--- config.mk ---
export PLATFORM = sky130hd
export DESIGN_NAME = lss_front
export DESIGN_NICKNAME = d
export VERILOG_FILES = /design/src/rtl/core/lss_pkg.sv /design/src/rtl/core/lss_front.sv
export SDC_FILE = /design/constraint.sdc
export NUM_CORES = 1
export LEC_CHECK = 0
export ABC_CLOCK_PERIOD_IN_PS = 18700
export BUFFER_PORTS_ARGS = -buffer_cell sky130_fd_sc_hd__buf_2
export CORE_UTILIZATION = 50
export CTS_CLUSTER_SIZE = 20
export DETAILED_ROUTE_END_ITERATION = 6
export GPL_TIMING_DRIVEN = 0
export PLACE_DENSITY_LB_ADDON = 0.08
export SYNTH_ARGS = -nofsm -noshare
export SYNTH_HDL_FRONTEND = slang
export SYNTH_SLANG_ARGS = --single-unit
--- constraint.sdc ---
create_clock -name clock -period 18.7 [get_ports clock]
set_input_delay 0.935 -clock clock [delete_from_list [all_inputs] [get_ports clock]]
set_output_delay 0.935 -clock clock [all_outputs]
set_load 0.005 [all_outputs]
--- src/rtl/core/lss_pkg.sv ---
// Shared constants and types for the least-squares slope block.
package lss_pkg;

   localparam int MaxSamples = 256;
   localparam int AddrWidth  = $clog2(MaxSamples);
   localparam int CountWidth = AddrWidth + 1;
   localparam int DataWidth  = 32;
   localparam int QueueDepth = 4;
   localparam int QueuePtrW  = $clog2(QueueDepth);

   localparam logic [1:0] STATUS_OK       = 2'd0;
   localparam logic [1:0] STATUS_ZERO_DIV = 2'd1;
   localparam logic [1:0] STATUS_OVERFLOW = 2'd2;

   // Work request from the front end to the back end.
   typedef struct packed {
      logic [1:0]            status;
      logic [CountWidth-1:0] count;
      logic [DataWidth-1:0]  value_sum;
   } job_type;

endpackage

--- src/rtl/core/lss_front.sv ---
// Front end: scales, stores and sums samples; posts a job on the last sample.
module lss_front (
   input  logic                          clock,
   input  logic                          reset,
   input  logic [31:0]                   multiplier,
   input  logic                          req_valid,
   output logic                          req_stall,
   input  logic signed [31:0]            req_sample,
   input  logic                          req_last,
   input  logic                          back_busy,
   output logic                          wr_en,
   output logic [lss_pkg::AddrWidth-1:0] wr_addr,
   output logic [31:0]                   wr_data,
   output logic                          job_valid,
   output lss_pkg::job_type              job,
   input  logic                          job_full
);

   logic [lss_pkg::CountWidth-1:0] count_ff, count_in;
   logic [31:0]                    sum_ff, sum_in;
   logic                           ovf_ff, ovf_in;
   logic                           wait_ff, wait_in;
   logic                           accept;
   logic                           room;
   logic [31:0]                    scaled;
   logic [lss_pkg::CountWidth-1:0] count_next;
   logic [31:0]                    sum_next;
   logic                           ovf_next;

   // The store is shared with the back end, so hold off while a set is in flight.
   assign req_stall = wait_ff || back_busy || job_full;
   assign accept    = req_valid && !req_stall;
   assign room      = count_ff < lss_pkg::CountWidth'(lss_pkg::MaxSamples);
   assign scaled    = 32'(req_sample * $signed(multiplier));

   assign wr_en   = accept && room;
   assign wr_addr = count_ff[lss_pkg::AddrWidth-1:0];
   assign wr_data = scaled;

   always_comb begin
      count_next = room ? count_ff + 1'b1 : count_ff;
      sum_next   = room ? sum_ff + scaled : sum_ff;
      ovf_next   = ovf_ff || !room;
      job_valid  = accept && req_last;
      job.count     = count_next;
      job.value_sum = sum_next;
      if (ovf_next) begin
         job.status = lss_pkg::STATUS_OVERFLOW;
      end else if (count_next < lss_pkg::CountWidth'(2)) begin
         job.status = lss_pkg::STATUS_ZERO_DIV;
      end else begin
         job.status = lss_pkg::STATUS_OK;
      end
      count_in = count_ff;
      sum_in   = sum_ff;
      ovf_in   = ovf_ff;
      wait_in  = wait_ff && !back_busy ? 1'b0 : wait_ff;
      if (accept) begin
         if (req_last) begin
            count_in = '0;
            sum_in   = '0;
            ovf_in   = 1'b0;
            wait_in  = 1'b1;
         end else begin
            count_in = count_next;
            sum_in   = sum_next;
            ovf_in   = ovf_next;
         end
      end
   end

   always_ff @(posedge clock) begin
      if (reset) begin
         count_ff <= '0;
         sum_ff   <= '0;
         ovf_ff   <= 1'b0;
         wait_ff  <= 1'b0;
      end else begin
         count_ff <= count_in;
         sum_ff   <= sum_in;
         ovf_ff   <= ovf_in;
         // Hold the stall until the back end has picked up the job and is no longer busy.
         wait_ff  <= wait_in;
      end
   end

endmodule

==> After elaboration in Yosys (flattened, before gate mapping) <==
Index checks and enable logic that the tools add are counted.
{ "totals": {"rom_bits": 0, "ff_bits": 43, "mem_bits_rw": 0, "mem_count": 0, "latchBits": 0, "output_inout_bits": 86} }
{ "classes": {"n_lt_le_gt_ge": 2, "n_div": 0, "bitwise": 0, "n_mul": 1, "n_mux": 10, "addsub": 2, "n_reduce_logical": 10, "shift": 0, "n_eq_ne": 0} }
{ "ops": {"columns": ["cell", "count"], "rows": [
  ["$mux W32", 2],
  ["$add A32 B32 Y32", 1],
  ["$mul A32 B32 Y32", 1],
  ["$mux W9", 2],
  ["$add A9 B1 Y9 const B", 1],
  ["$lt A9 B2 Y1 const B", 1],
  ["$lt A9 B9 Y1 const B", 1],
  ["$mux W1", 5],
  ["$logic_and A1 B1 Y1", 4],
  ["$logic_not A1 Y1", 3],
  ["$logic_or A1 B1 Y1", 3],
  ["$mux W2", 1]
]} }

==> Longest topological paths before layout <==
{ "logic_depth": {"word_depth": 5, "mapped_depth": 41, "depth_no_buf": 39} }

==> Worst setup path before layout <==
No wires, ideal clock.
{ "synth_path": {"kind": "in2out", "from": "in multiplier[3]", "to": "out job[31] (netlist name)", "path_buffers": 2, "arrival_time_ps": 9062, "path_stages": 38, "slack_ps": 8703, "cell_sequence": "clkbuf_1 -> clkbuf_1 -> and2_1 -> fa_1 -> fa_1 -> fa_1 -> inv_1 -> fa_1 -> inv_1 -> ha_1 -> ha_1 -> fa_1 -> inv_1 -> fa_1 -> inv_1 -> ha_1 -> and2_1 -> or3_1 -> [... 2 more ...] -> a31o_2 -> a21oi_1 -> o21bai_1 -> a21o_1 -> a21o_1 -> a21oi_1 -> xnor2_1 -> ha_1 -> a21o_1 -> a21o_1 -> a21oi_1 -> nor2_1 -> a211o_1 -> a211oi_2 -> a21oi_1 -> xnor2_1 -> nor2_1 -> xor2_1"} }
{ "synth_rtl": {"columns": ["element", "line_no", "source"], "rows": [
  ["start: declaration", "lss_front.sv:5", "input logic [31:0] multiplier,"],
  ["end: declaration", "lss_front.sv:15", "output lss_pkg::job_type job,"]
]} }

==> summary.md <==
| Metric | Value |
|---|---|
| Startpoint types | input pin |
| Initial drt markers | 1210 |
| Syn nets | 2934 |
| Dpl cells | 2941 |
| DRC | 0 |
| Async set or reset register ratio after synthesis | 0% |
| Crit path max fanout | 10 |
| CP Class | input pin to output pin |
| Starting Density | 50.9% |
| CTS tree | yes |
| Final non-filler cell area | 21400 sq um |
| Flops & latches, synth | 43 |
| Fmax | 82.1 MHz |
| Main synth FF type | dfxtp_1 |
| Minimum clock period | 12.18 ns |
| Fill count | 3707 |
| Synth area leader | fa_1 |
| Max Cap Viol | 0 |
| Placer Congestion | 0.956 |
| CP arrival | 11.25 ns |
| Initial antenna violation count | 6 |
| Most numerous cell in the Yosys netlist | inv_1 |
| Num Clock Sinks | 43 |
| Headroom to the max-slew limit | 30.6% |
| Hold/Removal Path Class | register to register |
| Layout cells sized above 1 | 7.33% |
| Drt total wl | 64.3 mm |
| FP Rows | 72 |
| CP endpoint kind | output pin |
| R2R cell count | 14 |
| Hold Buf Count CTS | 0 |
| Die area | 40400 sq um |
| EDFF count, synth | 0 |
| Post-CTS Setup Repair Bufs | 0 |
| Root Driver | clkbuf_16 |
| CTS HTree Levels | 2 |
| Chip Width | 201 um |
| Area contributors post-synth | fa_1, ha_1, and2_1 |
| RSZ-0062 raised after global routing | no |
| Total GRT Usage | 33.1% |
| Synth cell count leaders | inv_1, fa_1, and2_1, nand2_1, ha_1 |
| Wire per inst | 21.8 um |
| Synth warn | 0 |
| Fin. Hold Viols | 0 |
| Outcome | complete, no violations |
| Skew-Pair Late Insertion Delay | 0.29 ns |
| Most used cell, CP | fa_1 |
| Critical path endpoint | job[30] |
| Largest net degree at the start of global routing | 13 |
| Reg-to-reg slack, setup | 14.89 ns |
| Die Y | 201 um |
| # IOs | 156 |
| Setup TNS | 0 ns |
| Post_cts resized | 0 |
| Post-layout net count | 3091 |
| Slew Limit Fails | 0 |
| Top cell type's share of synthesized area | 41.3% |
| Final std cells w/o fill | 2949 |
| Reg-to-Reg Start | sum_ff[0]$_SDFFE_PP0P_ |
| Synth Cell Area | 19800 sq um |
| CTS clk-pin slew, worst paths | 0.06 ns |
| Origin of the worst setup path | req_sample[2] |
| Vias | 16000 |
| Sequential share of the synthesized area | 4.34% |
| Final HPWL DP | 55.1 mm |
| Worst-margin pin slew | 1.04 ns |
| Core area | 38900 sq um |
| Skew final | 0.00767 ns |
| Critical Path RT | 17.77 ns |
| Slowest CP cell | clkbuf_1 |
| Post-Syn Area per Cell | 8.72 sq um |
| Via-to-Cell Ratio | 5.42 |
| Port Buffers | 150 |
| Reg-to-Reg End | sum_ff[30]$_SDFFE_PP0P_ |
| Vias in the first global route | 17000 |
| Dpl cell area | 21200 sq um |
| TritonRoute pass-1 iters | 5 |
| CP max stage delay | 0.74 ns |
| Period utilisation layout | 65.1% |
| Finish-stage setup viols | 0 |
| Clock Path Buffers | 2 |
| Distinct cells, synth | 58 |
| Total grt overflow | 0 |
| Synthesis-to-layout area growth | 7.87% |
| TritonCTS Buffers | 5 |
| DRT antenna net count | 0 |
| First-pass GRT wire length | 100 mm |
| Post-Syn Instances | 2273 |
[layout by cell type (no fill, tap or decap), types with 8 or more instances in the layout]
master | netlist | final
nand3_1 | 14 | 14
o21bai_1 | 11 | 11
a21o_1 | 24 | 24
nor3_1 | 9 | 9
buf_4 | 9 | 9
xor2_1 | 37 | 37
a31oi_1 | 8 | 8
or3_1 | 8 | 8
o21a_1 | 8 | 8
ha_1 | 182 | 182
dfxtp_1 | 43 | 43
buf_2 | 1 | 151
clkbuf_1 | 101 | 102
fa_1 | 409 | 409
xnor2_1 | 80 | 80
nor2_1 | 72 | 72
inv_1 | 446 | 446
o21ai_0 | 53 | 53
nand2_1 | 227 | 227
a21oi_1 | 56 | 56
and2_1 | 361 | 361
a22oi_1 | 23 | 23
[worst max-delay path: cells and delay by family]
kind / cells / cell delay (ns)
buffers and inverters: 10 / 2.12
adder cells (fa/ha/maj): 10 / 4.09
AND/OR/NAND/NOR: 5 / 1.11
XOR/XNOR: 2 / 0.26
AO/OA/AOI/OAI: 13 / 2.70
[cell type report]
class / instances / area, sq um / area share (%)
diodes: 1 / 2.50 / 0.0117
plain buffers: 115 / 467 / 2.18
clock buffers: 6 / 129 / 0.603
clock inverters: 1 / 30.0 / 0.140
inverters: 447 / 1680 / 7.85
multi-input cells: 1668 / 16800 / 78.6
flip-flops and latches: 43 / 861 / 4.03
well taps: 518 / 648 / 3.03
repair buffers: 150 / 751 / 3.51
[registers in the layout, indices dropped and copies added, names as in the netlist]
register	count
wait_ff	1
sum_ff	32
ovf_ff	1
count_ff	9
[worst min-delay path by stage]
stage,cells past startpoint,endpoint,start
floorplan,2,sum_ff[0]$_SDFFE_PP0P_,sum_ff[0]$_SDFFE_PP0P_
global placement,2,sum_ff[0]$_SDFFE_PP0P_,sum_ff[0]$_SDFFE_PP0P_
detailed placement,2,sum_ff[0]$_SDFFE_PP0P_,sum_ff[0]$_SDFFE_PP0P_
CTS,2,sum_ff[0]$_SDFFE_PP0P_,sum_ff[0]$_SDFFE_PP0P_
global route,2,sum_ff[0]$_SDFFE_PP0P_,sum_ff[0]$_SDFFE_PP0P_
finish,2,sum_ff[0]$_SDFFE_PP0P_,sum_ff[0]$_SDFFE_PP0P_
[through the flow]
step / util [%] / hold WS [ns] / setup WS, ns
after floorplan: - / 0.445 / 8.70
after global placement: 54.5 / 0.453 / 6.62
after detailed placement: 54.5 / 0.464 / 6.58
after CTS: 54.9 / 0.473 / 6.52
after global routing: 54.9 / 0.501 / 6.00
final: 54.9 / 0.473 / 6.52
[cells by family after synthesis]
family	count (synthesis)	synth area share, %
buf+inv	562	10.8
mux	6	0.328
fa+ha+maj	591	52.8
simple gates	727	19.1
compound gates	226	7.34
xor+xnor	118	5.28
flops	43	4.34
[layer usage]
layer	global-route usage, %	routed length, um	up-vias
met4	8.04	1740	2
met2	51.6	28800	662
li1	-	-	7184
met5	0	13	-
met1	46.2	27500	8038
met3	8.28	6220	106
Power is left out: the tool's default activity adds up to more than one toggle a clock period on the data nets, which glitch-free logic cannot reach.
