**src/rtl/core/lss_pkg.sv**
```systemverilog
// Shared constants and types for the least-squares slope block.
package lss_pkg;

   localparam int MaxSamples = 256;
   localparam int AddrWidth  = $clog2(MaxSamples);
   localparam int CountWidth = AddrWidth + 1;
   localparam int DataWidth  = 32;
   localparam int QueueDepth = 4;
   localparam int QueuePtrW  = $clog2(QueueDepth);

   localparam logic [1:0] STATUS_OK       = 2'd0;
   localparam logic [1:0] STATUS_ZERO_DIV = 2'd1;
   localparam logic [1:0] STATUS_OVERFLOW = 2'd2;

   // Work request from the front end to the back end.
   typedef struct packed {
      logic [1:0]            status;
      logic [CountWidth-1:0] count;
      logic [DataWidth-1:0]  value_sum;
   } job_type;

endpackage

```
**src/rtl/core/lss_queue.sv**
```systemverilog
// Small job queue between front and back ends.
module lss_queue (
   input  logic             clock,
   input  logic             reset,
   input  logic             push,
   input  lss_pkg::job_type push_job,
   output logic             full,
   input  logic             pop,
   output logic             not_empty,
   output lss_pkg::job_type head
);

   lss_pkg::job_type             slot_ff [lss_pkg::QueueDepth];
   logic [lss_pkg::QueuePtrW-1:0] wp_ff, rp_ff;
   logic [lss_pkg::QueuePtrW:0]   fill_ff;

   assign full      = fill_ff == (lss_pkg::QueuePtrW+1)'(lss_pkg::QueueDepth);
   assign not_empty = fill_ff != '0;
   assign head      = slot_ff[rp_ff];

   always_ff @(posedge clock) begin
      if (push) begin
         slot_ff[wp_ff] <= push_job;
      end
   end

   always_ff @(posedge clock) begin
      if (reset) begin
         wp_ff   <= '0;
         rp_ff   <= '0;
         fill_ff <= '0;
      end else begin
         if (push) wp_ff <= wp_ff + 1'b1;
         if (pop) rp_ff <= rp_ff + 1'b1;
         fill_ff <= fill_ff + (lss_pkg::QueuePtrW+1)'(push) - (lss_pkg::QueuePtrW+1)'(pop);
      end
   end

endmodule

```
**config.mk**
```make
export PLATFORM = sky130hd
export DESIGN_NAME = lss_queue
export DESIGN_NICKNAME = d
export VERILOG_FILES = /design/src/rtl/core/lss_pkg.sv /design/src/rtl/core/lss_queue.sv
export SDC_FILE = /design/constraint.sdc
export NUM_CORES = 1
export LEC_CHECK = 0
export BUFFER_PORTS_ARGS = -buffer_cell sky130_fd_sc_hd__buf_4
export CORE_MARGIN = 2
export CORE_UTILIZATION = 35
export CTS_BUF_LIST = sky130_fd_sc_hd__clkbuf_8
export CTS_CLUSTER_SIZE = 24
export DETAILED_ROUTE_END_ITERATION = 10
export PLACE_DENSITY = 0.5
export SYNTH_ARGS = -nofsm -noshare
export SYNTH_HDL_FRONTEND = slang
export SYNTH_SLANG_ARGS = --single-unit
```
**constraint.sdc**
```tcl
create_clock -name clock -period 6.63 [get_ports clock]
set_clock_uncertainty 0.15 [all_clocks]
set_input_delay 1.326 -clock clock [delete_from_list [all_inputs] [get_ports clock]]
set_output_delay 1.326 -clock clock [all_outputs]
set_load 0.01 [all_outputs]
```
Word-level counts from Yosys, hierarchy flattened
Memory sizes are Yosys's and may differ from the RTL's. A register that Yosys moved wholly into a read port is not among the register bits. Index checks and enable logic that the tools add are counted.

Register bits after elaboration: 7. RAM bits: 172. Input port bits: 47. Output and inout bits: 45. Word-level logic and storage cells: 14. Memories: 1.

Add/sub/neg operators: 4. Equality and inequality tests: 1. Mux-type cells: 4. Reduce and logical (&&, ||, !) cells: 1.

Memories: slot_ff (words 4, width 43, rd ports 1, clocked after memory_dff 1, wr ports 1, RTL line lss_queue.sv:13) `lss_pkg::job_type slot_ff [lss_pkg::QueueDepth];`.

Operators by type and width (count): 2-bit by 1-bit adder with 2-bit output (second input constant) (2); 2-bit two-way mux (2); 3-bit by 1-bit adder with 3-bit output (1); 3-bit equality test (second input constant) (1); 3-bit nonzero test (1); 3-bit by 1-bit subtractor with 3-bit output (1); 1-bit two-way mux (2).

Longest topological paths before layout
Gate-level depths: netlist (run 1).

Word-level depth: 3. Depth in mapped cells: 7. Depth with buffers taken out: 7.

Worst setup path before layout (run 1)
OpenSTA, ideal clock, no wires.

Path kind: input-to-reg. Start point: input port push. End point: memory slot_ff[0][0] (netlist name) (enable). Library setup time: 0.405 ns. Data arrival time: 2.364 ns. Setup slack: 3.711 ns. Cell stages on the path: 1. Path buffers: 0. Cells stage by stage: and2_1.

Word-level cells in the longest chain between the ends: 2.

RTL lines: start, declared (RTL line lss_queue.sv:5) `input logic push,`; 1-bit two-way mux (RTL line lss_queue.sv:22) `if (push) begin`; 1-bit two-way mux (implied by the code) (RTL line lss_queue.sv:23) `slot_ff[wp_ff] <= push_job;`; end, declared (RTL line lss_queue.sv:13).

No other way between the ends.

==> results of run 1 <==
## sequential cells by signal, indices dropped and copies added (netlist names), named ones only
name	count
slot_ff	172
fill_ff	3
rp_ff	2
wp_ff	2
## stage by stage
stage | hold WS, ps | worst slack (ps) | power (mW) | area, sq um | std cells
2_1_floorplan | 342 | 3710 | 1.52 | 6700 | 267
3_3_place_gp | 359 | 3260 | 1.64 | 7610 | 587
3_5_place_dp | 376 | 3290 | 1.65 | 7610 | 587
4_1_cts | 391 | 2780 | 2.32 | 7960 | 619
5_1_grt | 416 | 2690 | 2.38 | 7960 | 619
6_report | 384 | 2910 | 2.28 | 7960 | 619
## final cells by class
| cell class | count | area share |
|---|---|---|
| clock inverters | 15 | 0.0143 |
| clock buffers | 17 | 0.0294 |
| multi-input cells | 70 | 0.154 |
| inverters | 6 | 0.00283 |
| flip-flops and latches | 181 | 0.672 |
| repair buffers | 96 | 0.0906 |
| well taps | 234 | 0.0368 |
## cells by family after synthesis
group	synth area share
multiplexers	0.148
flip-flops	0.798
AND/OR/NAND/NOR	0.0114
AO/OA/AOI/OAI	0.00224
XOR/XNOR	0.00616
adder cells (fa/ha/maj)	0.0142
buffers and inverters	0.0205
## critical path, delay by kind of cell (launching register included)
kind / cells / cell delay (ps)
flops: 1 / 970
mux: 1 / 660
buf+inv: 1 / 160
## cells in the final DEF (no fill, tap or decap), types with 2 or more instances in the layout
master,instances
clkinv_1,3
inv_6,3
nor2_1,5
mux4_2,40
and2_2,4
inv_1,7
ha_1,6
clkbuf_8,17
xnor2_1,2
buf_4,96
mux4_1,3
dfxtp_1,7
clkinvlp_4,3
edfxtp_1,172
clkinv_2,4
nor2b_1,2
## power breakdown
part           leakage [nW]  internal (mW)  switching (mW)
clock network         0.176          0.292           0.376
registers              1.66           1.31          0.0338
logic                 0.846          0.147           0.116
total                  2.68           1.75           0.526
## per-layer routing
metal,GRT usage,up-vias,part of all wire
met5,0,-,0
met4,0.0516,0,0.015
met3,0.0414,13,0.051
met2,0.207,66,0.50
met1,0.161,1581,0.44
li1,-,1324,-
## worst paths after layout
kind	from	end	slack, ps	cells after the start
max	register	head[42]	2910	2
min	rp_ff[0]	register	380	2
max reg2reg	fill_ff[0]	fill_ff[2]	4710	7
min reg2reg	rp_ff[0]	register	380	2
==> impl_results.md, run 1 <==
- Die height: about 140 microns
- Layout area overhead: 18.7%
- CTS tree: built
- CP cell instances: mux4_1 -> buf_4
- Cell Pwr Density: 286 nW/um^2
- CP Capture Type: output pin
- Register Area: ~5400 sq um
- CTS max path bufs: 2
- Utilization after layout: 0.424
- Post-route ant nets: 0
- Worst path required time: slightly above 5000 ps
- FMAX: 0.268 GHz
- 1st-iter DRT viols: around 210
- Share of layout cells above drive strength 1: 0.444
- Slowest stage delay, CP: 970 ps
- Seq/Total Area, Yosys: 0.798
- Fin. max-slew vios: 0
- Fillers: ~1700
- First-pass GRT wire length: 18.7 mm
- Main synth FF type: edfxtp_1
- Die width: 142 microns
- Final setup violation count: 0
- Cts hold-fix bufs: 0
- Core Area: 18800 sq um
- Slew HR: 0.382
- Post-Route WL: approximately 12 mm
- Most common cell in the synthesized netlist: edfxtp_1
- Share of flip-flops with an asynchronous set or reset: 0
- ANT cells: 0
- Worst Path Max Fanout: 43
- Initial antenna violation count: 0
- Tightest Pin Transition: around 930 ps
- Clk root buf: clkbuf_8
- Total iterations of the first detailed-routing run: 4
- Resized Gates After CTS: 0
- Ports: 92
- Later-pin clock latency in the skew report: between 400 and 500 ps
- Vias: approximately 3000
- GRT Overall Usage: 0.128
- Path type of the worst setup path: reg -> out
- Hpwl dp: between 6 and 7 mm
- Dominant cells by area after synthesis: edfxtp_1, mux4_2, dfxtp_1, buf_12, mux4_1
- Post-Route Setup TNS: 0 ps
- Count of cell types in the netlist: 22
- Clock transition at path regs: 80 ps
- Final Net Count: around 430
- Multi-input gate area: roughly 1200 sq um
- Maximum VDD drop: 110 uV
- Leakage power: between 2 and 3 nW
- Die area: slightly above 20000 sq um
- TritonCTS sink count: roughly 180
- Row cnt: 50
- Area leader, netlist: edfxtp_1
- Crit path DAT: roughly 2300 ps
- Largest net degree at the start of global routing: 44
- H-tree depth: 4
- CTS buffer count: 17
- Final period util: 0.562
- Mapped Area: approximately 6700 sq um
- RSZ-0062 raised after global routing: no
- Post-CTS Setup Inserts: 0
- PortBufs: just over 90
- CP Launch Type: register
- Final Wtd Congestion: roughly 0.65
- Synth top area share: 0.771
- Drt wl/cell: between 15 and 20 microns
- FF+latch count, synth: roughly 180
- Mean Syn Cell Area: between 20 and 30 sq um
- Final hold viol count: 0
- Synth top cells by count: edfxtp_1, mux4_2, dfxtp_1
- Max-cap violations: 0
- Yosys warning count: 0
- Number of global-route vias before repair: 3271
- Post-synth EDFFs: ~170
- Total gr overflow: 0
- Syn_nets: around 320
- Final min period: between 3000 and 4000 ps
- Outcome: finished clean
- Remaining DRCs: 0
- Worst hold-check path type: reg -> reg
- Slowest CP cell: dfxtp_4
- Gate Count Post-Synth: approximately 270
- Starting Density: 0.357
- Post-DR vias/cell: roughly 4.8
Power figures use the tool's default switching activity.
==> run 2: changes to the inputs <==
Settings changed: ABC_AREA set to 1, PLACE_DENSITY 0.5 to 0.52.
Clock period 6.63 ns to 3.2 ns, I/O delays scaled along.
==> run 2 against run 1 <==
  * Core utilization is 0.57 points lower
  * Die area is 11% higher
  * Final cell count grew 51%
  * Via count rose by 41%
  * Critical path type unchanged
  * Sequential power grew 100%
  * Register-to-register slack worse by 3300 ps
  * Global-route usage grew 0.15 points
  * Design area grew 10%
  * Clock power increased by 120%
  * Non-clock buffer count is 4 higher
  * Highest routed layer unchanged
==> impl_results.md, run 2 <==
- Fin. max-slew vios: 0
- Post-Route Setup TNS: 0 ps
- Worst path required time: 2410 ps
- CTS tree: built
- Hpwl dp: ~8 mm
- Main synth FF type: edfxtp_1
- R2R Path Start: wp_ff[0]
- Starting Density: 0.355
- Worst Path Max Fanout: 60
- Most frequent cells in the layout: edfxtp_1, inv_1, buf_4
- Final setup violation count: 0
- Commonest non-fill, non-tap cell in the layout: edfxtp_1
- Mapped Area: around 7400 sq um
- Post-synth EDFFs: between 150 and 200
- Clock share of power: 0.305
- Synth top area share: 0.694
- Share of layout cells above drive strength 1: 0.273
- Ports: 92
- Remaining DRCs: 0
- Count of cell types in the netlist: 17
- Number of global-route vias before repair: between 4000 and 5000
- PortBufs: 91
- Later-pin clock latency in the skew report: between 400 and 500 ps
- Final Wtd Congestion: between 0.7 and 0.8
- Worst R2R End: slot_ff[0][40]
- Syn_nets: 613
- Seq/Total Area, Yosys: 0.718
- Crit path DAT: approximately 1900 ps
- CP Launch Type: register
- Combinational Power Share: 0.123
- Drt wl/cell: between 10 and 15 microns
- Sequential power share: 0.572
- Row cnt: 53
- Core Area: around 21000 sq um
- Outcome: finished clean
- Final period util: 0.837
- Final min period: between 2000 and 3000 ps
- Gate Count Post-Synth: 559
- Vias: 4217
- GRT Overall Usage: 0.130
- Fillers: 1973
- Initial antenna violation count: 0
- Total iterations of the first detailed-routing run: 4
- Mean Syn Cell Area: between 10 and 15 sq um
- Tightest Pin Transition: between 700 and 800 ps
- Max-cap violations: 0
- Sw Pwr: approximately 1.3 mW
- Post-Route WL: 14.0 mm
- Cts hold-fix bufs: 0
- Layout area overhead: 17.7%
- Max FFs per register: between 150 and 200
- Die area: between 20000 and 25000 sq um
- Dominant cells by area after synthesis: edfxtp_1, o211ai_2, inv_1, nand2_1, a21oi_1
- Resized Gates After CTS: 0
- Final Net Count: 703
- Path type of the worst setup path: reg -> out
- Clock transition at path regs: 100 ps
- Cell Pwr Density: 548 nW/um^2
- Area leader, netlist: edfxtp_1
- CTS max path bufs: 2
- Power consumption: between 4 and 5 mW
- Yosys warning count: 0
- Synth top cells by count: edfxtp_1, inv_1, nand2_1
- TritonCTS sink count: ~180
- Largest net degree at the start of global routing: 73
- FMAX: roughly 0.37 GHz
- Final hold viol count: 0
- Die width: 150 microns
- H-tree depth: 4
- Clk root buf: clkbuf_8
- Maximum VDD drop: 248 uV
- First-pass GRT wire length: between 20 and 25 mm
- Pint: 3.52 mW
- Most common cell in the synthesized netlist: edfxtp_1
- Leakage power: between 3 and 4 nW
- Post-DR vias/cell: about 4.5
- R2R depth: 5
- Regs by FF count: slot_ff: 172 flops, fill_ff: 3 flops
- Worst hold-check path type: in -> reg
- Slew HR: 0.523
- Post-CTS Setup Inserts: 0
- CTS buffer count: 17
- RSZ-0062 raised after global routing: no
- Post-route ant nets: 0
- FF+latch count, synth: ~180
- Reg2reg setup slack: roughly 1400 ps
- CP Capture Type: output pin
- Die height: 150 microns
- Switching Fraction: 0.266
- Share of flip-flops with an asynchronous set or reset: 0
- 1st-iter DRT viols: about 180
- Total gr overflow: 0
- Top reg by flops: slot_ff
- Critical Path End: head[18]
- ANT cells: 0
[run 2: layout make-up]
class                   instances  area [sq um]  share of cell area
clock buffers                  17           234              0.0267
repair buffers                100           813              0.0928
multi-input cells             246          1490               0.170
inverters                     103           387              0.0441
flip-flops and latches        181          5350               0.611
clock inverters                15           140              0.0160
well taps                     275           344              0.0393
[run 2: layer usage]
metal	up-vias	GRT usage	wire length [microns]
met5	-	0	0
met4	0	0.0528	231
met3	17	0.0341	485
met2	68	0.221	7060
met1	2031	0.156	6220
li1	2101	-	-
[run 2: kinds of logic after synthesis]
family / count (synthesis) / synth area share
AOI/OAI and AO/OA: 139 / 0.137
adders and majority gates: 7 / 0.0128
buffers and inverters: 132 / 0.0814
DFF: 181 / 0.718
and+or+nand+nor: 100 / 0.0509
[run 2: power by group through the flow]
stage | logic (mW) | registers [mW] | clock network (mW)
after global routing | 0.664 | 2.76 | 1.61
after floorplan | 0.344 | 2.78 | 0
after detailed placement | 0.605 | 2.80 | 0
final | 0.590 | 2.75 | 1.46
after global placement | 0.588 | 2.80 | 0
after CTS | 0.607 | 2.75 | 1.52
[run 2: worst max-delay path, cell delays in order, from the launching register on]
cell,delay [ps]
dfxtp_4,610
buf_12,320
a21oi_1,100
o21ai_0,90
nand2_1,110
buf_4,160
[run 2: how the worst min path moves through the flow]
stage | from | endpoint | slack (ps) | depth (start not counted)
floorplan | rp_ff[1] | register | 290 | 2
global placement | rp_ff[1] | register | 290 | 2
detailed placement | rp_ff[1] | register | 320 | 2
CTS | reset | fill_ff[1] | 150 | 2
global route | reset | fill_ff[1] | 160 | 2
finish | reset | fill_ff[1] | 190 | 2
[run 2: metrics by stage]
step	utilization	hold WS [ps]	instances	instance area, sq um	setup WS [ps]
CTS	0.418	154	937	8760	462
global placement	0.400	289	905	8390	1000
global route	0.418	163	937	8760	343
detailed placement	0.400	318	905	8390	1000
floorplan	-	286	559	7440	1130
finish	0.418	193	937	8760	523
