## src/rtl/core/lss_pkg.sv

```systemverilog
// Shared constants and types for the least-squares slope block.
package lss_pkg;

   localparam int MaxSamples = 256;
   localparam int AddrWidth  = $clog2(MaxSamples);
   localparam int CountWidth = AddrWidth + 1;
   localparam int DataWidth  = 32;
   localparam int QueueDepth = 4;
   localparam int QueuePtrW  = $clog2(QueueDepth);

   localparam logic [1:0] STATUS_OK       = 2'd0;
   localparam logic [1:0] STATUS_ZERO_DIV = 2'd1;
   localparam logic [1:0] STATUS_OVERFLOW = 2'd2;

   // Work request from the front end to the back end.
   typedef struct packed {
      logic [1:0]            status;
      logic [CountWidth-1:0] count;
      logic [DataWidth-1:0]  value_sum;
   } job_type;

endpackage

```

## src/rtl/core/lss_div.sv

```systemverilog
// Radix-2 signed divider, truncating toward zero, one bit per cycle.
module lss_div (
   input  logic        clock,
   input  logic        reset,
   input  logic        start,
   input  logic [31:0] dividend,
   input  logic [31:0] divisor,
   output logic        done,
   output logic [31:0] quotient
);

   logic [31:0] rem_ff, quo_ff, den_ff;
   logic        neg_ff, busy_ff;
   logic [5:0]  cnt_ff;
   logic [32:0] trial;
   logic [31:0] shifted;

   assign shifted = {rem_ff[30:0], quo_ff[31]};
   assign trial   = {1'b0, shifted} - {1'b0, den_ff};
   assign quotient = neg_ff ? 32'(0) - quo_ff : quo_ff;

   always_ff @(posedge clock) begin
      if (reset) begin
         busy_ff <= 1'b0;
         done    <= 1'b0;
         cnt_ff  <= '0;
      end else begin
         done <= 1'b0;
         if (start) begin
            busy_ff <= 1'b1;
            cnt_ff  <= 6'd32;
         end else if (busy_ff) begin
            cnt_ff <= cnt_ff - 1'b1;
            if (cnt_ff == 6'd1) begin
               busy_ff <= 1'b0;
               done    <= 1'b1;
            end
         end
      end
   end

   always_ff @(posedge clock) begin
      if (start) begin
         rem_ff <= '0;
         quo_ff <= dividend[31] ? 32'(0) - dividend : dividend;
         den_ff <= divisor[31] ? 32'(0) - divisor : divisor;
         neg_ff <= dividend[31] ^ divisor[31];
      end else if (busy_ff) begin
         if (!trial[32]) begin
            rem_ff <= trial[31:0];
            quo_ff <= {quo_ff[30:0], 1'b1};
         end else begin
            rem_ff <= shifted;
            quo_ff <= {quo_ff[30:0], 1'b0};
         end
      end
   end

endmodule

```

## src/rtl/core/lss_back.sv

```systemverilog
// Back end: means, second pass over the store, slope division.
module lss_back (
   input  logic                          clock,
   input  logic                          reset,
   input  logic                          job_ready,
   input  lss_pkg::job_type              job,
   output logic                          job_pop,
   output logic                          busy,
   output logic [lss_pkg::AddrWidth-1:0] rd_addr,
   output logic                          rd_en,
   input  logic [31:0]                   rd_data,
   output logic                          rsp_valid,
   input  logic                          rsp_stall,
   output logic signed [31:0]            rsp_slope,
   output logic [1:0]                    rsp_status
);

   localparam logic [3:0] ST_IDLE  = 4'd0;
   localparam logic [3:0] ST_XDIV  = 4'd1;
   localparam logic [3:0] ST_XWAIT = 4'd2;
   localparam logic [3:0] ST_YDIV  = 4'd3;
   localparam logic [3:0] ST_YWAIT = 4'd4;
   localparam logic [3:0] ST_SCAN  = 4'd5;
   localparam logic [3:0] ST_DRAIN = 4'd6;
   localparam logic [3:0] ST_SDIV  = 4'd7;
   localparam logic [3:0] ST_SWAIT = 4'd8;
   localparam logic [3:0] ST_OUT   = 4'd9;

   logic [3:0]  state_ff;
   logic [lss_pkg::CountWidth-1:0] n_ff, idx_ff;
   logic [31:0] ysum_ff, xm_ff, ym_ff, sxy_ff, sxx_ff;
   logic [31:0] dx_ff, dy_ff, pxy_ff, pxx_ff;
   logic        rv_ff, dv_ff, pv_ff;
   logic [31:0] x_ff;
   logic [31:0] sumx_ff;
   logic        dstart;
   logic [31:0] dnum, dden, dq;
   logic        ddone;
   logic [31:0] nn;

   lss_div u_div (
      .clock    (clock),
      .reset    (reset),
      .start    (dstart),
      .dividend (dnum),
      .divisor  (dden),
      .done     (ddone),
      .quotient (dq)
   );

   assign nn      = 32'(n_ff);
   assign busy    = state_ff != ST_IDLE || job_ready;
   assign job_pop = state_ff == ST_IDLE && job_ready;
   assign rd_en   = state_ff == ST_SCAN;
   assign rd_addr = idx_ff[lss_pkg::AddrWidth-1:0];

   always_comb begin
      dstart = 1'b0;
      dnum   = sumx_ff;
      dden   = nn;
      unique case (state_ff)
         ST_XDIV: begin
            dstart = 1'b1;
            dnum   = sumx_ff;
         end
         ST_YDIV: begin
            dstart = 1'b1;
            dnum   = ysum_ff;
         end
         ST_SDIV: begin
            dstart = 1'b1;
            dnum   = sxy_ff;
            dden   = sxx_ff;
         end
         default: begin
            dstart = 1'b0;
         end
      endcase
   end

   always_ff @(posedge clock) begin
      if (reset) begin
         state_ff  <= ST_IDLE;
         rsp_valid <= 1'b0;
         rv_ff     <= 1'b0;
         dv_ff     <= 1'b0;
         pv_ff     <= 1'b0;
      end else begin
         rv_ff <= state_ff == ST_SCAN;
         dv_ff <= rv_ff;
         pv_ff <= dv_ff;
         unique case (state_ff)
            ST_IDLE: begin
               if (job_ready) begin
                  n_ff    <= job.count;
                  ysum_ff <= job.value_sum;
                  // sum of x = n(n-1)/2, product fits in 32 bits at these depths
                  sumx_ff <= 32'((32'(job.count) * 32'(job.count - 1'b1)) >> 1);
                  if (job.status != lss_pkg::STATUS_OK) begin
                     rsp_slope  <= '0;
                     rsp_status <= job.status;
                     rsp_valid  <= 1'b1;
                     state_ff   <= ST_OUT;
                  end else begin
                     state_ff <= ST_XDIV;
                  end
               end
            end
            ST_XDIV:  state_ff <= ST_XWAIT;
            ST_XWAIT: if (ddone) begin
               xm_ff    <= dq;
               state_ff <= ST_YDIV;
            end
            ST_YDIV:  state_ff <= ST_YWAIT;
            ST_YWAIT: if (ddone) begin
               ym_ff    <= dq;
               idx_ff   <= '0;
               sxy_ff   <= '0;
               sxx_ff   <= '0;
               state_ff <= ST_SCAN;
            end
            ST_SCAN: begin
               idx_ff <= idx_ff + 1'b1;
               if (idx_ff == n_ff - 1'b1) state_ff <= ST_DRAIN;
            end
            ST_DRAIN: begin
               if (!rv_ff && !dv_ff && !pv_ff) begin
                  if (sxx_ff == '0) begin
                     rsp_slope  <= '0;
                     rsp_status <= lss_pkg::STATUS_ZERO_DIV;
                     rsp_valid  <= 1'b1;
                     state_ff   <= ST_OUT;
                  end else begin
                     state_ff <= ST_SDIV;
                  end
               end
            end
            ST_SDIV:  state_ff <= ST_SWAIT;
            ST_SWAIT: if (ddone) begin
               rsp_slope  <= dq;
               rsp_status <= lss_pkg::STATUS_OK;
               rsp_valid  <= 1'b1;
               state_ff   <= ST_OUT;
            end
            ST_OUT: if (!rsp_stall) begin
               rsp_valid <= 1'b0;
               state_ff  <= ST_IDLE;
            end
            default: state_ff <= ST_IDLE;
         endcase
         if (pv_ff) begin
            sxy_ff <= sxy_ff + pxy_ff;
            sxx_ff <= sxx_ff + pxx_ff;
         end
      end
   end

   // Scan pipeline: read, difference, multiply, accumulate.
   always_ff @(posedge clock) begin
      if (state_ff == ST_SCAN) x_ff <= 32'(idx_ff) - xm_ff;
      dx_ff  <= x_ff;
      dy_ff  <= rd_data - ym_ff;
      pxy_ff <= 32'(dx_ff * dy_ff);
      pxx_ff <= 32'(dx_ff * dx_ff);
   end

endmodule

```

## config.mk

```make
export PLATFORM = sky130hd
export DESIGN_NAME = lss_back
export DESIGN_NICKNAME = d
export VERILOG_FILES = /design/src/rtl/core/lss_pkg.sv /design/src/rtl/core/lss_div.sv /design/src/rtl/core/lss_back.sv
export SDC_FILE = /design/constraint.sdc
export NUM_CORES = 2
export LEC_CHECK = 0
export ABC_AREA = 1
export ABC_CLOCK_PERIOD_IN_PS = 7200
export CORE_MARGIN = 2
export CORE_UTILIZATION = 45
export DETAILED_ROUTE_END_ITERATION = 12
export DONT_BUFFER_PORTS = 1
export REMOVE_ABC_BUFFERS = 1
export SYNTH_ARGS = -nofsm -noshare
export SYNTH_HDL_FRONTEND = slang
export SYNTH_SLANG_ARGS = --single-unit
```

## constraint.sdc

```tcl
create_clock -name clock -period 7.2 [get_ports clock]
set_clock_uncertainty 0.1 [all_clocks]
set_input_delay 2.16 -clock clock [delete_from_list [all_inputs] [get_ports clock]]
set_output_delay 2.16 -clock clock [all_outputs]
set_load 0.005 [all_outputs]
```

Word-level counts from Yosys, hierarchy flattened --
Index checks and enable logic that the tools add are counted.
Storage, ports and cells: logic and storage cells 146, input bits 79, register bits 515
Operators by class: $mul 3, bitwise operators 3, mux-type cells 51, $add $sub $neg 12, reductions and logical operators 28, equality and inequality tests 20
Operators with widths (number):
- 32-bit 2-to-1 mux | 14
- 32-bit case mux with 3 select lines | 1
- 1-bit by 32-bit subtractor with 32-bit output (first input constant) | 3
- 32-bit adder | 2
- 32-bit by 32-bit multiplier with 32-bit output | 2
- 32-bit case mux with 2 select lines | 1
- 31-bit 2-to-1 mux | 2
- 4-bit case mux with 10 select lines | 1
- 4-bit 2-to-1 mux | 9
- 32-bit by 32-bit subtractor with 33-bit output | 1
- 32-bit logical NOT | 1
- 32-bit subtractor | 1
- 9-bit by 32-bit subtractor with 32-bit output | 1
- 7-bit AND reduction | 3
- 10-bit by 10-bit multiplier with 20-bit output | 1
- 9-bit case mux with 2 select lines | 1
- 4-bit by 3-bit equality test with 1-bit output (second input constant) | 4
- 3-bit AND reduction | 5
- 1-bit 2-to-1 mux | 12
- 6-bit 2-to-1 mux | 2
- 2-bit 2-to-1 mux | 5
- 2-bit by 1-bit inequality test with 1-bit output (second input constant) | 5
- 2-bit nonzero test | 5
- 9-bit by 1-bit subtractor with 10-bit output (second input constant) | 1
- 22 further kinds | 34

Logic depth before layout (Yosys ltp) --
depth in word-level cells 5, depth in mapped cells 35, gate-level depth less buffers 33

Hierarchy --
From an unflattened synthesis, not the netlist that was laid out.
Unflattened totals: cell total of the unflattened synthesis 7930, area total of the unflattened synthesis 62563.8 um2
Modules (own cells, without submodules):
- lss_back | cells an instance 6489, instances 1, area an instance 53421.2 um2
- lss_div | cells an instance 1441, instances 1, area an instance 9142.5 um2

Worst setup path after synthesis --
Ideal clock, no wire load.
kind in2reg, start point input reset, end point register sxx_ff[0], enable pin, library setup time 0.574 ns, buffers on the path 0, setup slack -0.347 ns, stages 3, arrival 6.872 ns, path through nor3_1 > inv_1 > o21ai_0
On the way: word-level cells in the longest chain between the ends 2
Ends and longest elaborated chain:
- from (decl) | RTL line lss_back.sv:4 | input logic reset,
- 1-bit NOT (no line)
- 3-bit AND reduction (no line)
- to (signal assigned) | RTL line lss_back.sv:153 | sxx_ff <= sxx_ff + pxx_ff;
- to (decl) | RTL line lss_back.sv:31 | logic [31:0] ysum_ff, xm_ff, ym_ff, sxy_ff, sxx_ff;
Every way passes these cells. A chain may end at the register's enable or synchronous reset.

Worst setup path in the final report --
start point register dx_ff[14], end point register pxx_ff[28]
On the way: word-level cells in the longest chain between the ends 1
Ends and longest elaborated chain:
- from (decl) | RTL line lss_back.sv:32 | logic [31:0] dx_ff, dy_ff, pxy_ff, pxx_ff;
- from (signal assigned) | RTL line lss_back.sv:161 | dx_ff <= x_ff;
- 32-bit by 32-bit multiplier with 32-bit output | RTL line lss_back.sv:164 | pxx_ff <= 32'(dx_ff * dx_ff);
- to (signal assigned) | RTL line lss_back.sv:164
- to (decl) | RTL line lss_back.sv:32
Every way passes these cells.

==> metrics list <==
- Maximum clock rate: 143 MHz
* Std cell rows: 135
- Final design utilization: 49.2%
* Max-cap violations: 0
- During placement, the flow inserted port buffers numbering 0.
- The number of antenna violations at the first check in global routing came to 7.
- In the synthesized netlist the dominant register cell turns out to be sky130_fd_sc_hd__edfxtp_1.
- Minimum clock period: 6.97 ns
* Crit path capture type: register
- Total CTS buffers: 58
* Post-synthesis async set-or-reset flop share: 0%
- Library cell with the largest summed area after synthesis: sky130_fd_sc_hd__fa_1
- After synthesis the netlist holds a flip-flop and latch count of 502.
- Mux cell area share after synthesis: 0%
- Setup repair after global routing could not meet its margin everywhere.
- In this run, synthesis inferred 328 flip-flops with an integrated enable.
- Highest-delay cell along the critical path: sky130_fd_sc_hd__fa_1
* Crit path launch type: register
- Outcome: finished, final reports clean
- After global routing, the most crowded layer is met2.
- Tightest slew margin relative to the limit: 25.8%
* Cell area after synthesis: 61,500 um^2
- 125 I/O pins were placed.
* Final ANT Viol Nets: 0
- Summing the areas of all compound-gate instances in the mapped netlist gives 7.39% of the synthesized area.
* Detailed-router iteration count before antenna repair: 6
- DRC Markers: 0
* Fraction of the mapped netlist area in simple logic gates: 17.7%
- Combinational family with the most area after synthesis: adder cells
* Global routing usage on met1: 33.9%
- Starting density of the core: 45.4%
- Routed Wire Length: 174 mm
- For the pin with the worst max-slew slack, the measured transition is 1.11 ns.
- Horiz. Die Dim: 374 um
* Depth of the worst hold-timing path: 0
- Summing the areas of all xor and xnor instances in the mapped netlist gives 3.63% of the synthesized area.
- Mean area per synthesized cell: 8.06 um^2
- In the synthesized netlist, the number of instances is 7,635.
* Synth top area cells: sky130_fd_sc_hd__fa_1, sky130_fd_sc_hd__edfxtp_1, sky130_fd_sc_hd__inv_1
- Clock-pin slew was measured on the worst setup and hold paths at 0.07 ns.
* Max Fanout on Critical Path: 15
- Global routing consumed, on the met2 layer, 42.6% of the routing resources.
- Slew Viols, Final: 0
* Top-area cell type share of the netlist area: 27.0%
- Via-per-instance ratio: 5.12
- Data on the critical path arrives at its endpoint at 7.43 ns.
* Critical Setup Path Class: reg -> reg
* Most used cell along the critical path: sky130_fd_sc_hd__fa_1
* Placeable core region: 136,000 um^2
- Number of global-route vias before repair: 50.1k
* Synth warn: 0
- Total number of vias: 48.6k
- Die area: 140,000 um^2
* Most frequent standard cell in the layout excluding fill and tap cells: sky130_fd_sc_hd__inv_1
- Data on the critical path is required at its endpoint by 7.66 ns.
- In the global route stage, met3 resource usage came out at 2.84%.
* Fin nets: 9,037
- The final hold violation count is 0.
- Entering global routing, the biggest net connects 65 pins.
- After global routing the overflow that remains totals 0.
- The area growth from synthesis to layout is 8.56%.
* Number of violations reported at the end of detailed-routing iteration 0: 3,373
* Distinct cell type count after synthesis: 57
* Global-route wire length before repair: 278 mm
* Latest clock arrival within the worst-skew pair: 0.69 ns
- Clock Sink Count: 502
* Final HPWL DP: 141 mm
* Fraction of layout cells with a size suffix above 1: 5.31%
- RePlAce Congestion: 0.917
- CTS tree: yes
- After layout, the worst path uses 96.8% of the clock period.
- Fraction of the yosys area taken by sequential cells: 21.7%
- Root buffer selected by CTS: sky130_fd_sc_hd__clkbuf_16
- Hold repair after CTS inserted 0 buffers.
- Worst reg2reg path depth: 28
* Die Span Y: 374 um
- Delay of the slowest critical-path stage: 0.55 ns
- Routed len/inst: 18.3 um
- The synthesized netlist devotes 36.6% of its cell area to adder and majority cells.
* Count of endpoints failing setup in the final report: 0
* Class of the tightest hold or removal check: reg -> reg
- Number of H-tree levels: 2
- In the layout the commonest cells are sky130_fd_sc_hd__inv_1, sky130_fd_sc_hd__nand2_1, sky130_fd_sc_hd__fa_1, sky130_fd_sc_hd__ha_1, sky130_fd_sc_hd__nor2_1.
- Counting along the longest clock path gives a buffer depth of 3.
- Global routing used 25.2% of the available tracks across all layers.
## Yosys cell counts (all sizes together), types with 55 or more instances
master  number
xnor2       97
o211ai      55
inv       1877
edfxtp     328
nor3        71
nand2     1815
nor2       413
buf         82
dfxtp      174
fa         830
nand4       55
ha         474
a21oi      322
xor2       158
o21ai      259
nand3      215
clkbuf     153
## state kept, by name, indices dropped and copies added, names as in the netlist, 2 cells and up
register,count
dx_ff,32
dy_ff,32
idx_ff,9
n_ff,9
pxx_ff,31
pxy_ff,32
rsp_slope,32
rsp_status,2
state_ff,4
sumx_ff,19
sxx_ff,32
sxy_ff,32
u_div.cnt_ff,6
u_div.den_ff,32
u_div.quo_ff,32
u_div.rem_ff,31
x_ff,32
xm_ff,32
ym_ff,32
ysum_ff,32
## final cells by class
| type | instances | area [um^2] |
|---|---|---|
| Fill cell | 13100 | 68800 |
| Sequential cell | 502 | 13400 |
| Clock buffer | 67 | 1530 |
| Antenna cell | 1 | 2.50 |
| Tap cell | 1781 | 2230 |
| Timing Repair Buffer | 194 | 1760 |
| Multi-Input combinational cell | 5021 | 40300 |
| Inverter | 1877 | 7050 |
| Clock inverter | 42 | 594 |
## cells by family after synthesis
| group | count (synthesis) |
|---|---|
| AND/OR/NAND/NOR | 2674 |
| flip-flops | 502 |
| adder cells (fa/ha/maj) | 1304 |
| XOR/XNOR | 255 |
| AO/OA/AOI/OAI | 788 |
| buffers and inverters | 2112 |
## layer usage
| layer | vias to the layer above | part of all wire [%] |
|---|---|---|
| met1 | 23700 | 44 |
| met5 | - | 0.033 |
| li1 | 23200 | - |
| met2 | 1397 | 47 |
| met4 | 8 | 3.3 |
| met3 | 263 | 5.6 |
## timing repair
item                       4_1_cts  5_1_grt
resized for setup                0       25
setup endpoints to repair        0       21
buffers inserted                 0        3
## worst paths after layout
| path | slack [ns] | start | to |
|---|---|---|---|
| worst min register to register | 0.24 | x_ff[20] | dx_ff[20] |
| worst min-delay path | 0.24 | x_ff[20] | dx_ff[20] |
| worst max register to register | 0.23 | dx_ff[14] | pxx_ff[28] |
| worst max-delay path | 0.23 | dx_ff[14] | pxx_ff[28] |
## stage by stage
step	setup TNS [ns]	setup WS, ns	cells	hold WS (ns)	instance area [um^2]
final	0	0.229	9485	0.241	66800
after global routing	-0.0593	-0.0593	9484	0.247	66800
after CTS	0	0.00651	9479	0.233	66700
after detailed placement	-1.18	-0.277	9370	0.227	64500
after global placement	-1.42	-0.339	9370	0.224	64500
after floorplan	-22.38	-0.347	7400	0.223	60600
## critical path, delay by kind of cell, from the launching register on
kind	cells	cell delay, ns
and+or+nand+nor	7	0.76
adders and majority gates	9	4.05
DFF	1	0.40
xor gates and xnor gates	2	0.32
buffers and inverters	6	0.55
AOI/OAI and AO/OA	4	0.62
Power is left out: the tool's default activity adds up to more than one toggle a clock period on the data nets, which glitch-free logic cannot reach.
